### src/rtl/bcq_pkg.sv
package bcq_pkg;

   // Field widths
   localparam int PINS_W   = 3;
   localparam int TIME_W   = 32;
   localparam int CFG_W    = 16;
   localparam int CSR_IDX_W = 2;

   // Pin bit positions in a sample
   localparam int PIN_ENC_A  = 0;
   localparam int PIN_ENC_B  = 1;
   localparam int PIN_BUTTON = 2;

   // Reset values
   localparam logic [PINS_W-1:0] PINS_IDLE        = 3'b111;
   localparam logic [CFG_W-1:0]  DEBOUNCE_RST     = 16'd10;
   localparam logic [CFG_W-1:0]  DOUBLE_CLICK_RST = 16'd500;
   localparam logic [CFG_W-1:0]  LONG_PRESS_RST   = 16'd2000;

   // Configuration register indexes
   typedef enum logic [CSR_IDX_W-1:0] {
      CSR_DEBOUNCE     = 2'd0,
      CSR_DOUBLE_CLICK = 2'd1,
      CSR_LONG_PRESS   = 2'd2
   } csr_index_type;

   // Timing thresholds as seen by the event logic
   typedef struct packed {
      logic [CFG_W-1:0] debounce_ms;
      logic [CFG_W-1:0] double_click_ms;
      logic [CFG_W-1:0] long_press_ms;
   } bcq_cfg_type;

   // One poll's event flags
   typedef struct packed {
      logic single_click;
      logic double_click;
      logic long_press;
      logic turn_up;
      logic turn_down;
   } bcq_flags_type;

endpackage

### src/rtl/bcq_if.sv
// Poll request channel
interface bcq_req_if;
   import bcq_pkg::*;
   logic              valid;
   logic              ready;
   logic [PINS_W-1:0] pins;
   logic [TIME_W-1:0] now_ms;

   modport source (output valid, output pins, output now_ms, input ready);
   modport sink   (input valid, input pins, input now_ms, output ready);
endinterface

// Event flag response channel
interface bcq_rsp_if;
   logic valid;
   logic ready;
   logic single_click;
   logic double_click;
   logic long_press;
   logic turn_up;
   logic turn_down;

   modport source (output valid, output single_click, output double_click,
                   output long_press, output turn_up, output turn_down, input ready);
   modport sink   (input valid, input single_click, input double_click,
                   input long_press, input turn_up, input turn_down, output ready);
endinterface

// Configuration write channel
interface bcq_csr_if;
   import bcq_pkg::*;
   logic                 valid;
   logic                 ready;
   logic [CSR_IDX_W-1:0] index;
   logic [CFG_W-1:0]     data;

   modport source (output valid, output index, output data, input ready);
   modport sink   (input valid, input index, input data, output ready);
endinterface

### src/rtl/bcq_csr.sv
module bcq_csr (
   input  logic                       clock,
   input  logic                       reset,
   bcq_csr_if.sink                    csr_chan,
   output bcq_pkg::bcq_cfg_type       cfg
);
   import bcq_pkg::*;

   bcq_cfg_type cfg_ff;
   bcq_cfg_type cfg_in;

   // Writes are always taken; unknown indexes are dropped
   assign csr_chan.ready = 1'b1;

   always_comb begin
      cfg_in = cfg_ff;
      if (csr_chan.valid) begin
         unique case (csr_chan.index)
            CSR_DEBOUNCE:     cfg_in.debounce_ms     = csr_chan.data;
            CSR_DOUBLE_CLICK: cfg_in.double_click_ms = csr_chan.data;
            CSR_LONG_PRESS:   cfg_in.long_press_ms   = csr_chan.data;
            default:          cfg_in = cfg_ff;
         endcase
      end
   end

   always_ff @(posedge clock) begin
      if (reset) begin
         cfg_ff.debounce_ms     <= DEBOUNCE_RST;
         cfg_ff.double_click_ms <= DOUBLE_CLICK_RST;
         cfg_ff.long_press_ms   <= LONG_PRESS_RST;
      end else begin
         cfg_ff <= cfg_in;
      end
   end

   assign cfg = cfg_ff;

endmodule

### src/rtl/bcq_eval.sv
module bcq_eval (
   input  logic                         clock,
   input  logic                         reset,
   input  logic                         advance,
   input  logic [bcq_pkg::PINS_W-1:0]   pins,
   input  logic [bcq_pkg::TIME_W-1:0]   now_ms,
   input  bcq_pkg::bcq_cfg_type         cfg,
   output bcq_pkg::bcq_flags_type       flags
);
   import bcq_pkg::*;

   logic [PINS_W-1:0] previous_pins_ff;
   logic [PINS_W-1:0] previous_pins_in;
   logic [TIME_W-1:0] event_stamp_ff;
   logic [TIME_W-1:0] event_stamp_in;

   logic [PINS_W-1:0] changed;
   logic [TIME_W-1:0] debounce_at;
   logic [TIME_W-1:0] double_until;
   logic [TIME_W-1:0] long_at;
   logic [TIME_W-1:0] enc_after;
   logic              button_up;
   logic              button_edge;
   logic              edge_counted;
   logic              press_restamp;
   logic              enc_fall;
   logic              enc_late;

   // Thresholds, all wrapping at 2^32
   assign debounce_at  = event_stamp_ff + TIME_W'(cfg.debounce_ms);
   assign double_until = event_stamp_ff + TIME_W'(cfg.double_click_ms);
   assign long_at      = event_stamp_ff + TIME_W'(cfg.long_press_ms);
   assign enc_after    = event_stamp_ff + TIME_W'(1);

   assign changed     = previous_pins_ff ^ pins;
   assign button_up   = pins[PIN_BUTTON];
   assign button_edge = changed[PIN_BUTTON];

   // Button events
   assign edge_counted  = button_edge && (now_ms >= debounce_at);
   assign press_restamp = edge_counted && !button_up && !(now_ms < double_until);

   // Encoder: falling A, tested against the stamp after any press restamp.
   // When restamped to now, now > now + 1 only where the sum wraps.
   assign enc_fall = changed[PIN_ENC_A] && !pins[PIN_ENC_A];
   assign enc_late = press_restamp ? (now_ms == '1) : (now_ms > enc_after);

   always_comb begin
      flags.single_click = edge_counted && button_up;
      flags.double_click = edge_counted && !button_up && (now_ms < double_until);
      flags.long_press   = !button_edge && !button_up && (now_ms >= long_at);
      flags.turn_up      = enc_fall && enc_late && !pins[PIN_ENC_B];
      flags.turn_down    = enc_fall && enc_late && pins[PIN_ENC_B];
   end

   // State update for the poll being retired
   always_comb begin
      previous_pins_in = previous_pins_ff;
      event_stamp_in   = event_stamp_ff;
      if (advance) begin
         previous_pins_in = pins;
         if (press_restamp || (enc_fall && enc_late)) begin
            event_stamp_in = now_ms;
         end
      end
   end

   always_ff @(posedge clock) begin
      if (reset) begin
         previous_pins_ff <= PINS_IDLE;
         event_stamp_ff   <= '0;
      end else begin
         previous_pins_ff <= previous_pins_in;
         event_stamp_ff   <= event_stamp_in;
      end
   end

endmodule

### src/rtl/button_click_encoder_qualifier.sv
// Button click and rotary encoder qualifier. Each request is one poll of the
// three pins (encoder A, encoder B, active-low button) with the current
// millisecond tick, and yields exactly one response of five event flags, in
// request order. A poll is captured in an input register, evaluated against
// the previous pin sample and the shared event stamp, and its flags land in
// an output register: one poll per clock is sustained while the response
// side is not stalled. The input register can hold one further request while
// a response waits. Thresholds are written through the csr channel (0
// debounce, 1 double click window, 2 long press time, in ms); the user must
// write them only while no poll is in flight, which the block does not
// enforce. Other indexes are ignored.
module button_click_encoder_qualifier (
   input  logic       clock,
   input  logic       reset,
   bcq_req_if.sink    req_chan,
   bcq_rsp_if.source  rsp_chan,
   bcq_csr_if.sink    csr_chan
);
   import bcq_pkg::*;

   logic              in_valid_ff;
   logic              in_valid_in;
   logic [PINS_W-1:0] in_pins_ff;
   logic [TIME_W-1:0] in_now_ff;
   logic              out_valid_ff;
   logic              out_valid_in;
   bcq_flags_type     out_flags_ff;
   bcq_flags_type     flags;
   bcq_cfg_type       cfg;
   logic              out_free;
   logic              advance;
   logic              req_take;

   // Configuration registers
   bcq_csr u_csr (
      .clock    (clock),
      .reset    (reset),
      .csr_chan (csr_chan),
      .cfg      (cfg)
   );

   // Pipeline control
   assign out_free       = !out_valid_ff || rsp_chan.ready;
   assign advance        = in_valid_ff && out_free;
   assign req_chan.ready = !in_valid_ff || advance;
   assign req_take       = req_chan.valid && req_chan.ready;

   assign in_valid_in  = req_take || (in_valid_ff && !advance);
   assign out_valid_in = advance || (out_valid_ff && !rsp_chan.ready);

   // Input register
   always_ff @(posedge clock) begin
      if (reset) begin
         in_valid_ff <= 1'b0;
      end else begin
         in_valid_ff <= in_valid_in;
      end
   end

   always_ff @(posedge clock) begin
      if (req_take) begin
         in_pins_ff <= req_chan.pins;
         in_now_ff  <= req_chan.now_ms;
      end
   end

   // Event evaluation and state
   bcq_eval u_eval (
      .clock   (clock),
      .reset   (reset),
      .advance (advance),
      .pins    (in_pins_ff),
      .now_ms  (in_now_ff),
      .cfg     (cfg),
      .flags   (flags)
   );

   // Output register
   always_ff @(posedge clock) begin
      if (reset) begin
         out_valid_ff <= 1'b0;
      end else begin
         out_valid_ff <= out_valid_in;
      end
   end

   always_ff @(posedge clock) begin
      if (advance) begin
         out_flags_ff <= flags;
      end
   end

   assign rsp_chan.valid        = out_valid_ff;
   assign rsp_chan.single_click = out_flags_ff.single_click;
   assign rsp_chan.double_click = out_flags_ff.double_click;
   assign rsp_chan.long_press   = out_flags_ff.long_press;
   assign rsp_chan.turn_up      = out_flags_ff.turn_up;
   assign rsp_chan.turn_down    = out_flags_ff.turn_down;

   // A captured poll is never dropped while the output is blocked
   a_hold_poll: assert property (@(posedge clock) disable iff (reset)
      in_valid_ff && !out_free |=> in_valid_ff)
      else $error("pending poll lost while response stalled");

   // An empty input register always takes a request
   a_empty_ready: assert property (@(posedge clock) disable iff (reset)
      !in_valid_ff |-> req_chan.ready)
      else $error("input register empty but request refused");

   // Button events exclude each other
   a_button_onehot: assert property (@(posedge clock) disable iff (reset)
      out_valid_ff |-> $onehot0({out_flags_ff.single_click, out_flags_ff.double_click,
                                 out_flags_ff.long_press}))
      else $error("more than one button event in a response");

   // Encoder direction is unique
   a_turn_unique: assert property (@(posedge clock) disable iff (reset)
      out_valid_ff |-> !(out_flags_ff.turn_up && out_flags_ff.turn_down))
      else $error("turn up and turn down in the same response");

endmodule

### src/flat_wrapper.sv
// flat-port wrapper written by rule: the top's interface ports become plain ports
module button_click_encoder_qualifier_flat import bcq_pkg::*;
  (clock, reset, req_chan_valid, req_chan_pins, req_chan_now_ms, req_chan_ready, rsp_chan_valid, rsp_chan_single_click, rsp_chan_double_click, rsp_chan_long_press, rsp_chan_turn_up, rsp_chan_turn_down, rsp_chan_ready, csr_chan_valid, csr_chan_index, csr_chan_data, csr_chan_ready);
  bcq_req_if req_chan_i ();
  bcq_rsp_if rsp_chan_i ();
  bcq_csr_if csr_chan_i ();
  input  logic clock;
  input  logic reset;
  input wire logic [$bits(req_chan_i.valid)-1:0] req_chan_valid;
  input wire logic [$bits(req_chan_i.pins)-1:0] req_chan_pins;
  input wire logic [$bits(req_chan_i.now_ms)-1:0] req_chan_now_ms;
  output wire logic [$bits(req_chan_i.ready)-1:0] req_chan_ready;
  output wire logic [$bits(rsp_chan_i.valid)-1:0] rsp_chan_valid;
  output wire logic [$bits(rsp_chan_i.single_click)-1:0] rsp_chan_single_click;
  output wire logic [$bits(rsp_chan_i.double_click)-1:0] rsp_chan_double_click;
  output wire logic [$bits(rsp_chan_i.long_press)-1:0] rsp_chan_long_press;
  output wire logic [$bits(rsp_chan_i.turn_up)-1:0] rsp_chan_turn_up;
  output wire logic [$bits(rsp_chan_i.turn_down)-1:0] rsp_chan_turn_down;
  input wire logic [$bits(rsp_chan_i.ready)-1:0] rsp_chan_ready;
  input wire logic [$bits(csr_chan_i.valid)-1:0] csr_chan_valid;
  input wire logic [$bits(csr_chan_i.index)-1:0] csr_chan_index;
  input wire logic [$bits(csr_chan_i.data)-1:0] csr_chan_data;
  output wire logic [$bits(csr_chan_i.ready)-1:0] csr_chan_ready;
  assign req_chan_i.valid = req_chan_valid;
  assign req_chan_i.pins = req_chan_pins;
  assign req_chan_i.now_ms = req_chan_now_ms;
  assign req_chan_ready = req_chan_i.ready;
  assign rsp_chan_valid = rsp_chan_i.valid;
  assign rsp_chan_single_click = rsp_chan_i.single_click;
  assign rsp_chan_double_click = rsp_chan_i.double_click;
  assign rsp_chan_long_press = rsp_chan_i.long_press;
  assign rsp_chan_turn_up = rsp_chan_i.turn_up;
  assign rsp_chan_turn_down = rsp_chan_i.turn_down;
  assign rsp_chan_i.ready = rsp_chan_ready;
  assign csr_chan_i.valid = csr_chan_valid;
  assign csr_chan_i.index = csr_chan_index;
  assign csr_chan_i.data = csr_chan_data;
  assign csr_chan_ready = csr_chan_i.ready;
  button_click_encoder_qualifier u_core (.clock(clock), .reset(reset), .req_chan(req_chan_i), .rsp_chan(rsp_chan_i), .csr_chan(csr_chan_i));
endmodule
### config.mk
export PLATFORM = sky130hd
export DESIGN_NAME = button_click_encoder_qualifier_flat
export DESIGN_NICKNAME = d
export VERILOG_FILES = /design/src/rtl/bcq_pkg.sv /design/src/rtl/bcq_if.sv /design/src/rtl/bcq_csr.sv /design/src/rtl/bcq_eval.sv /design/src/rtl/button_click_encoder_qualifier.sv /design/src/flat_wrapper.sv
export SDC_FILE = /design/constraint.sdc
export NUM_CORES = 1
export LEC_CHECK = 0
export ABC_AREA = 1
export BUFFER_PORTS_ARGS = -buffer_cell sky130_fd_sc_hd__buf_2
export CORE_UTILIZATION = 40
export DETAILED_ROUTE_END_ITERATION = 16
export GPL_ROUTABILITY_DRIVEN = 0
export GPL_TIMING_DRIVEN = 0
export SLEW_MARGIN = 15
export SYNTH_ARGS = -nofsm -noshare
export SYNTH_HDL_FRONTEND = slang
export SYNTH_HIERARCHICAL = 1
export SYNTH_SLANG_ARGS = --single-unit
### constraint.sdc
create_clock -name clock -period 4.8 [get_ports clock]
set_clock_uncertainty 0.15 [all_clocks]
set_input_delay 0.24 -clock clock [delete_from_list [all_inputs] [get_ports clock]]
set_output_delay 0.24 -clock clock [all_outputs]
set_load 0.005 [all_outputs]
# Yosys cells after proc, flatten, opt, wreduce, memory -nomap -nowiden
# Index checks and enable logic that the tools add are counted.
# totals
reg_bits,125
inputBits,58
output_inout_bits,8
# classes
add_sub_neg,4
magnitude_cmp,4
eq_ne,3
mux,1
bitwise,1
reduce_logical,34
# op_table
cell,count
32-bit by 16-bit adder with 32-bit output,3
32-bit >= comparator,2
"32-bit by 1-bit adder with 32-bit output, second input constant",1
"32-bit == test, second input constant",1
32-bit > comparator,1
32-bit less-than comparator,1
1-bit logical AND,15
1-bit zero test,9
2-bit AND reduction,4
1-bit logical OR,5
3-bit XOR,1
"2-bit by 1-bit == test with 1-bit output, second input constant",1
"2-bit == test, second input constant",1
2-bit zero test,1
1-bit two-way mux,1

# Longest topological paths before layout
# depth
word_depth,9
ltp_mapped,26
ltp_nobuf,25

# Cells and area by module
# The synthesis kept the hierarchy.
# by_module_without_submodules
mod,n_inst,cells_each,area_each_um2,seq_area_each_um2
bcq_eval,1,1226,8070.2,680.7
bcq_csr,1,288,1985.7,960.9
button_click_encoder_qualifier,1,52,1292.5,1241.2

# Worst setup path before layout
# No wires, ideal clock.
# synth_timing
path_kind,reg2reg
from,register u_core.u_eval.event_stamp_ff[0]
to,register u_core.u_eval.event_stamp_ff[1]
setup_ps,115
arrival_ps,3682
t_required_ps,4535
slack_ps,853
stages_incl_launch_ff,27
n_path_buf,1
period_less_slack_ps,3947
cell_sequence,dfxtp_1 -> ha_1 -> inv_1 -> fa_1 -> o21ai_1 -> a21boi_1 -> nor2_1 -> nor2_1 -> o21ai_2 -> nand2_1 -> nor2_1 -> nand2_1 -> xor2_1 -> inv_1 -> ha_1 -> nand2_1 -> nor2_1 -> nand4_1 -> a21oi_1 -> nor2_1 -> a21oi_2 -> nand3_1 -> o21ai_4 -> buf_4 -> nand3_1 -> nand2_1 -> nor2_1
# synth_between
elab_chain_cells,9
elab_cells_between_ends,14
classes_between,add/sub (3); order compare (3); mux (1); reduce/logical (7)
# synth_rtl
element,line,source
start: declaration,bcq_eval.sv:14,logic [TIME_W-1:0] event_stamp_ff;
start signal: assignment,bcq_eval.sv:74,event_stamp_ff <= event_stamp_in;
32-bit by 16-bit adder with 32-bit output,bcq_eval.sv:30,assign debounce_at = event_stamp_ff + TIME_W'(cfg.debounce_ms);
32-bit >= comparator,bcq_eval.sv:40,assign edge_counted = button_edge && (now_ms >= debounce_at);
1-bit logical AND,bcq_eval.sv:40,
1-bit logical AND (2 in a row),bcq_eval.sv:41,assign press_restamp = edge_counted && !button_up && !(now_ms < double_until);
1-bit two-way mux,bcq_eval.sv:46,assign enc_late = press_restamp ? (now_ms == '1) : (now_ms > enc_after);
1-bit logical AND,bcq_eval.sv:62,if (press_restamp || (enc_fall && enc_late)) begin
1-bit logical OR (*),bcq_eval.sv:62,
2-bit AND reduction (no source line) (*),-,
# Every way passes the cells marked *; elsewhere a longest branch is shown, timed or not.
# A chain may end at the register's enable or synchronous reset.

# Worst setup path after layout
# layout_timing
from,register u_core.u_eval.event_stamp_ff[0]
to,register u_core.u_eval.event_stamp_ff[14]
# Same word-level chain as after synthesis.

==> reports/metrics.cfg <==
[synthesis]
yosys-top-cells-area=ha_1, dfxtp_1, nand2_1
synth.most_common_cell=nand2_1
synth_simple_gate_area_share_pct=25.2
syn_area_um2=11300
syn_nets=1804
synthFlopType=dfxtp_1
synth_compound_area_share_pct=11.9
synth_top_family_by_area=simple AND/OR/NAND/NOR gates
synth_adder_area_share_pct=20.0
synth.area.mux_share_pct=0
async_reset_ff_share_pct=0
synthCells=1566
syn_avg_cell_area_um2=7.25
yosys.area.top_type_share_pct=19.5
ys_warn_count=6
synth_edf_count=40
ys_ff_latch=124
yosys.cell_types.count=50
ys_seq_area_share_pct=25.4
synthTopCellsByCount=nand2_1, inv_1, ha_1, nor2_1, a21oi_1
synth-xor-area-share_pct=9.11
synth_area_leader_cell=ha_1

[hold_path]
hold_depth=3
hp-class=primary input to flip-flop
min_to=u_core/u_eval/previous_pins_ff[0]
hp-start=reset

[floorplan]
die_w_um=170
ios=66
dieArea_um2=29000
start_util_pct=40.7
core_area_um2=27900
rows=61
die_h_um=170

[sta]
tightest_slew_ns=0.770
hold_viol=0
timing.final.crit_share_pct=95.6
slew_viol_final=0
maxSlewHeadroom_pct=48.2
tns_ns=0
post-route-min-period_ns=4.59
fmax_mhz=218
finalSetupViolations=0

[grt]
grt_max_degree=24
grt_busiest_layer=met2
grt_use_met2_pct=43.4
gr-usage-all-layers_pct=24.4
grt.met3_usage_pct=3.09
grt_pass1_wl_um=53500
grt_pass1_vias=10200
grt_antenna_before_repair=0
gr-total-overflow=0
grt_use_met1_pct=30.2

[detailed_routing]
drt-initial-drc-count=720
drt_pass1_iterations=5
drc_errors=0
wire_per_inst_um=16.6
ant_nets=0
dr_total_vias=10800
vias_per_cell=5.13
finalWirelength_um=35100

[worst_setup_path]
cpPeakStageDelay_ns=0.40
rr_startpoint=u_core/u_eval/event_stamp_ff[0]
ff2ff_path_depth=27
endpoint_kind=flip-flop
worstPathMaxFanout=7
start_kind=flip-flop
worst_ep_required_time_ns=4.97
crit_family=simple AND/OR/NAND/NOR gates
path_class=flip-flop to flip-flop
cpMaxStageDelayCell=dfxtp_4
cp.arrival_ns=4.76
r2r_slack_ns=0.21
timing.rr.end=u_core/u_eval/event_stamp_ff[14]
path_buf_inv=4

[clocking]
clk_pin_slew_ns=0.06
cts_buffer_depth=2
numCtsBuffers=17
htreeDepth=4
clock_sinks=124
root_buffer=clkbuf_16
insertion_delay_ns=0.44
cts_tree=done

[power_and_ir_drop]
cell_internal_pwr_w=0.00229
ir_drop_uv=228
p_per_area_nw_per_um2=261
total_leakage_power_nw=6.18
p_seq_share_pct=35.2
power_frac_comb_pct=27.7
p_sw_share_pct=35.3
clockPowerShare_pct=37.1
switchingPower_w=0.00125

[job]
max_cap_viol_count=0

[cells_and_area]
areaGrowthSynthToFinish_pct=19.7
diodes=0
drive_gt1_share_pct=12.1
fill_cells=2774
final_cell_area_um2=13600
nets=1956

[status]
status=completed

[placed_design]
post_dp_cell_area_um2=12200
place_hpwl_um=26700
port-buffer-count=63

## registers in the layout (all words and copies together) (netlist names)
register                        flops
u_core/rsp_chan.long_press          1
u_core/in_pins_ff                   3
u_core/u_csr/cfg                   48
u_core/rsp_chan.single_click        1
u_core/rsp_chan.double_click        1
u_core/u_eval/event_stamp_ff       32
u_core/rsp_chan.valid               1
u_core/u_eval/previous_pins_ff      2
u_core/in_now_ff                   32
u_core/rsp_chan.turn_down           1
u_core/in_valid_ff                  1
u_core/rsp_chan.turn_up             1
## tightest hold or removal path, cell delays in order
cell,delay (ns)
buf_2,0.20
a21oi_1,0.05
o21ai_0,0.06
## metrics by stage
| step | instances | hold slack (ns) | setup WS (ns) | total power, W | util (%) |
|---|---|---|---|---|---|
| after global placement | 2007 | 0.267 | -0.505 | 0.00212 | 43.6 |
| final | 2109 | 0.00232 | 0.211 | 0.00354 | 48.8 |
| after global routing | 2109 | 0.0345 | -0.0178 | 0.00375 | 48.8 |
| after floorplan | 1566 | 0.152 | 0.853 | 0.00189 | - |
| after CTS | 2098 | 0.00284 | 0.000243 | 0.00352 | 48.0 |
| after detailed placement | 2008 | 0.268 | -0.501 | 0.00215 | 43.6 |
## area by class of cell
class	instances	area, um^2	area share [%]
inverter	192	721	5.30
multi-input combinational	1207	7650	56.3
tap	378	473	3.48
sequential	124	2900	21.3
buffer	44	251	1.85
clock buffer	17	425	3.13
clock inverter	15	153	1.12
timing repair buffer	132	1010	7.46
## power groups by stage
| stage | sequential, W | combinational, W | clock [W] |
|---|---|---|---|
| after floorplan | 0.00122 | 0.000663 | 0 |
| after global placement | 0.00127 | 0.000855 | 0 |
| after detailed placement | 0.00127 | 0.000881 | 0 |
| after CTS | 0.00124 | 0.000933 | 0.00134 |
| after global routing | 0.00125 | 0.00111 | 0.00138 |
| final | 0.00125 | 0.000980 | 0.00131 |
## how the worst max path moves through the flow
stage | slack (ns) | end | cells past startpoint | startpoint
2_1_floorplan | 0.85 | u_core/u_eval/event_stamp_ff[1] | 26 | u_core/u_eval/event_stamp_ff[0]
3_3_place_gp | -0.51 | u_core/u_eval/event_stamp_ff[23] | 26 | u_core/u_eval/event_stamp_ff[0]
3_5_place_dp | -0.50 | u_core/u_eval/event_stamp_ff[25] | 26 | u_core/u_eval/event_stamp_ff[0]
4_1_cts | 0.0002 | u_core/u_eval/event_stamp_ff[25] | 23 | u_core/u_eval/event_stamp_ff[2]
5_1_grt | -0.02 | u_core/u_eval/event_stamp_ff[3] | 27 | u_core/u_eval/event_stamp_ff[0]
6_report | 0.21 | u_core/u_eval/event_stamp_ff[14] | 27 | u_core/u_eval/event_stamp_ff[0]
## cell families after synthesis
| kind of cell | Yosys count |
|---|---|
| AND/OR/NAND/NOR | 662 |
| AO/OA/AOI/OAI | 245 |
| flip-flops | 124 |
| XOR/XNOR | 118 |
| adder cells (fa/ha/maj) | 180 |
| other | 1 |
| buffers and inverters | 236 |
## per-layer routing
metal,vias to the layer above,wire [um]
met2,287,17000
met1,4976,15400
met3,66,1530
li1,5495,-
met4,0,1080
met5,-,0
## timing repair
action | 4_1_cts | 5_1_grt
buffers inserted | 2 | 7
hold endpoints to repair | 73 | 0
hold buffers | 56 | 0
setup endpoints to repair | 34 | 34
gates resized for setup | 16 | 37
pin swaps | 3 | 12
cloned | 0 | 4
## cell usage in the layout (no fill, tap or decap), types with 30 or more instances in the layout
master	instances
inv_1	182
nand3_1	87
xor2_1	89
edfxtp_1	40
nand4_1	30
dlygate4sd3_1	56
dfxtp_1	74
ha_1	174
buf_2	78
a21oi_1	157
o21ai_0	35
nor2_1	164
nand2_1	323
Power figures use the tool's default switching activity.
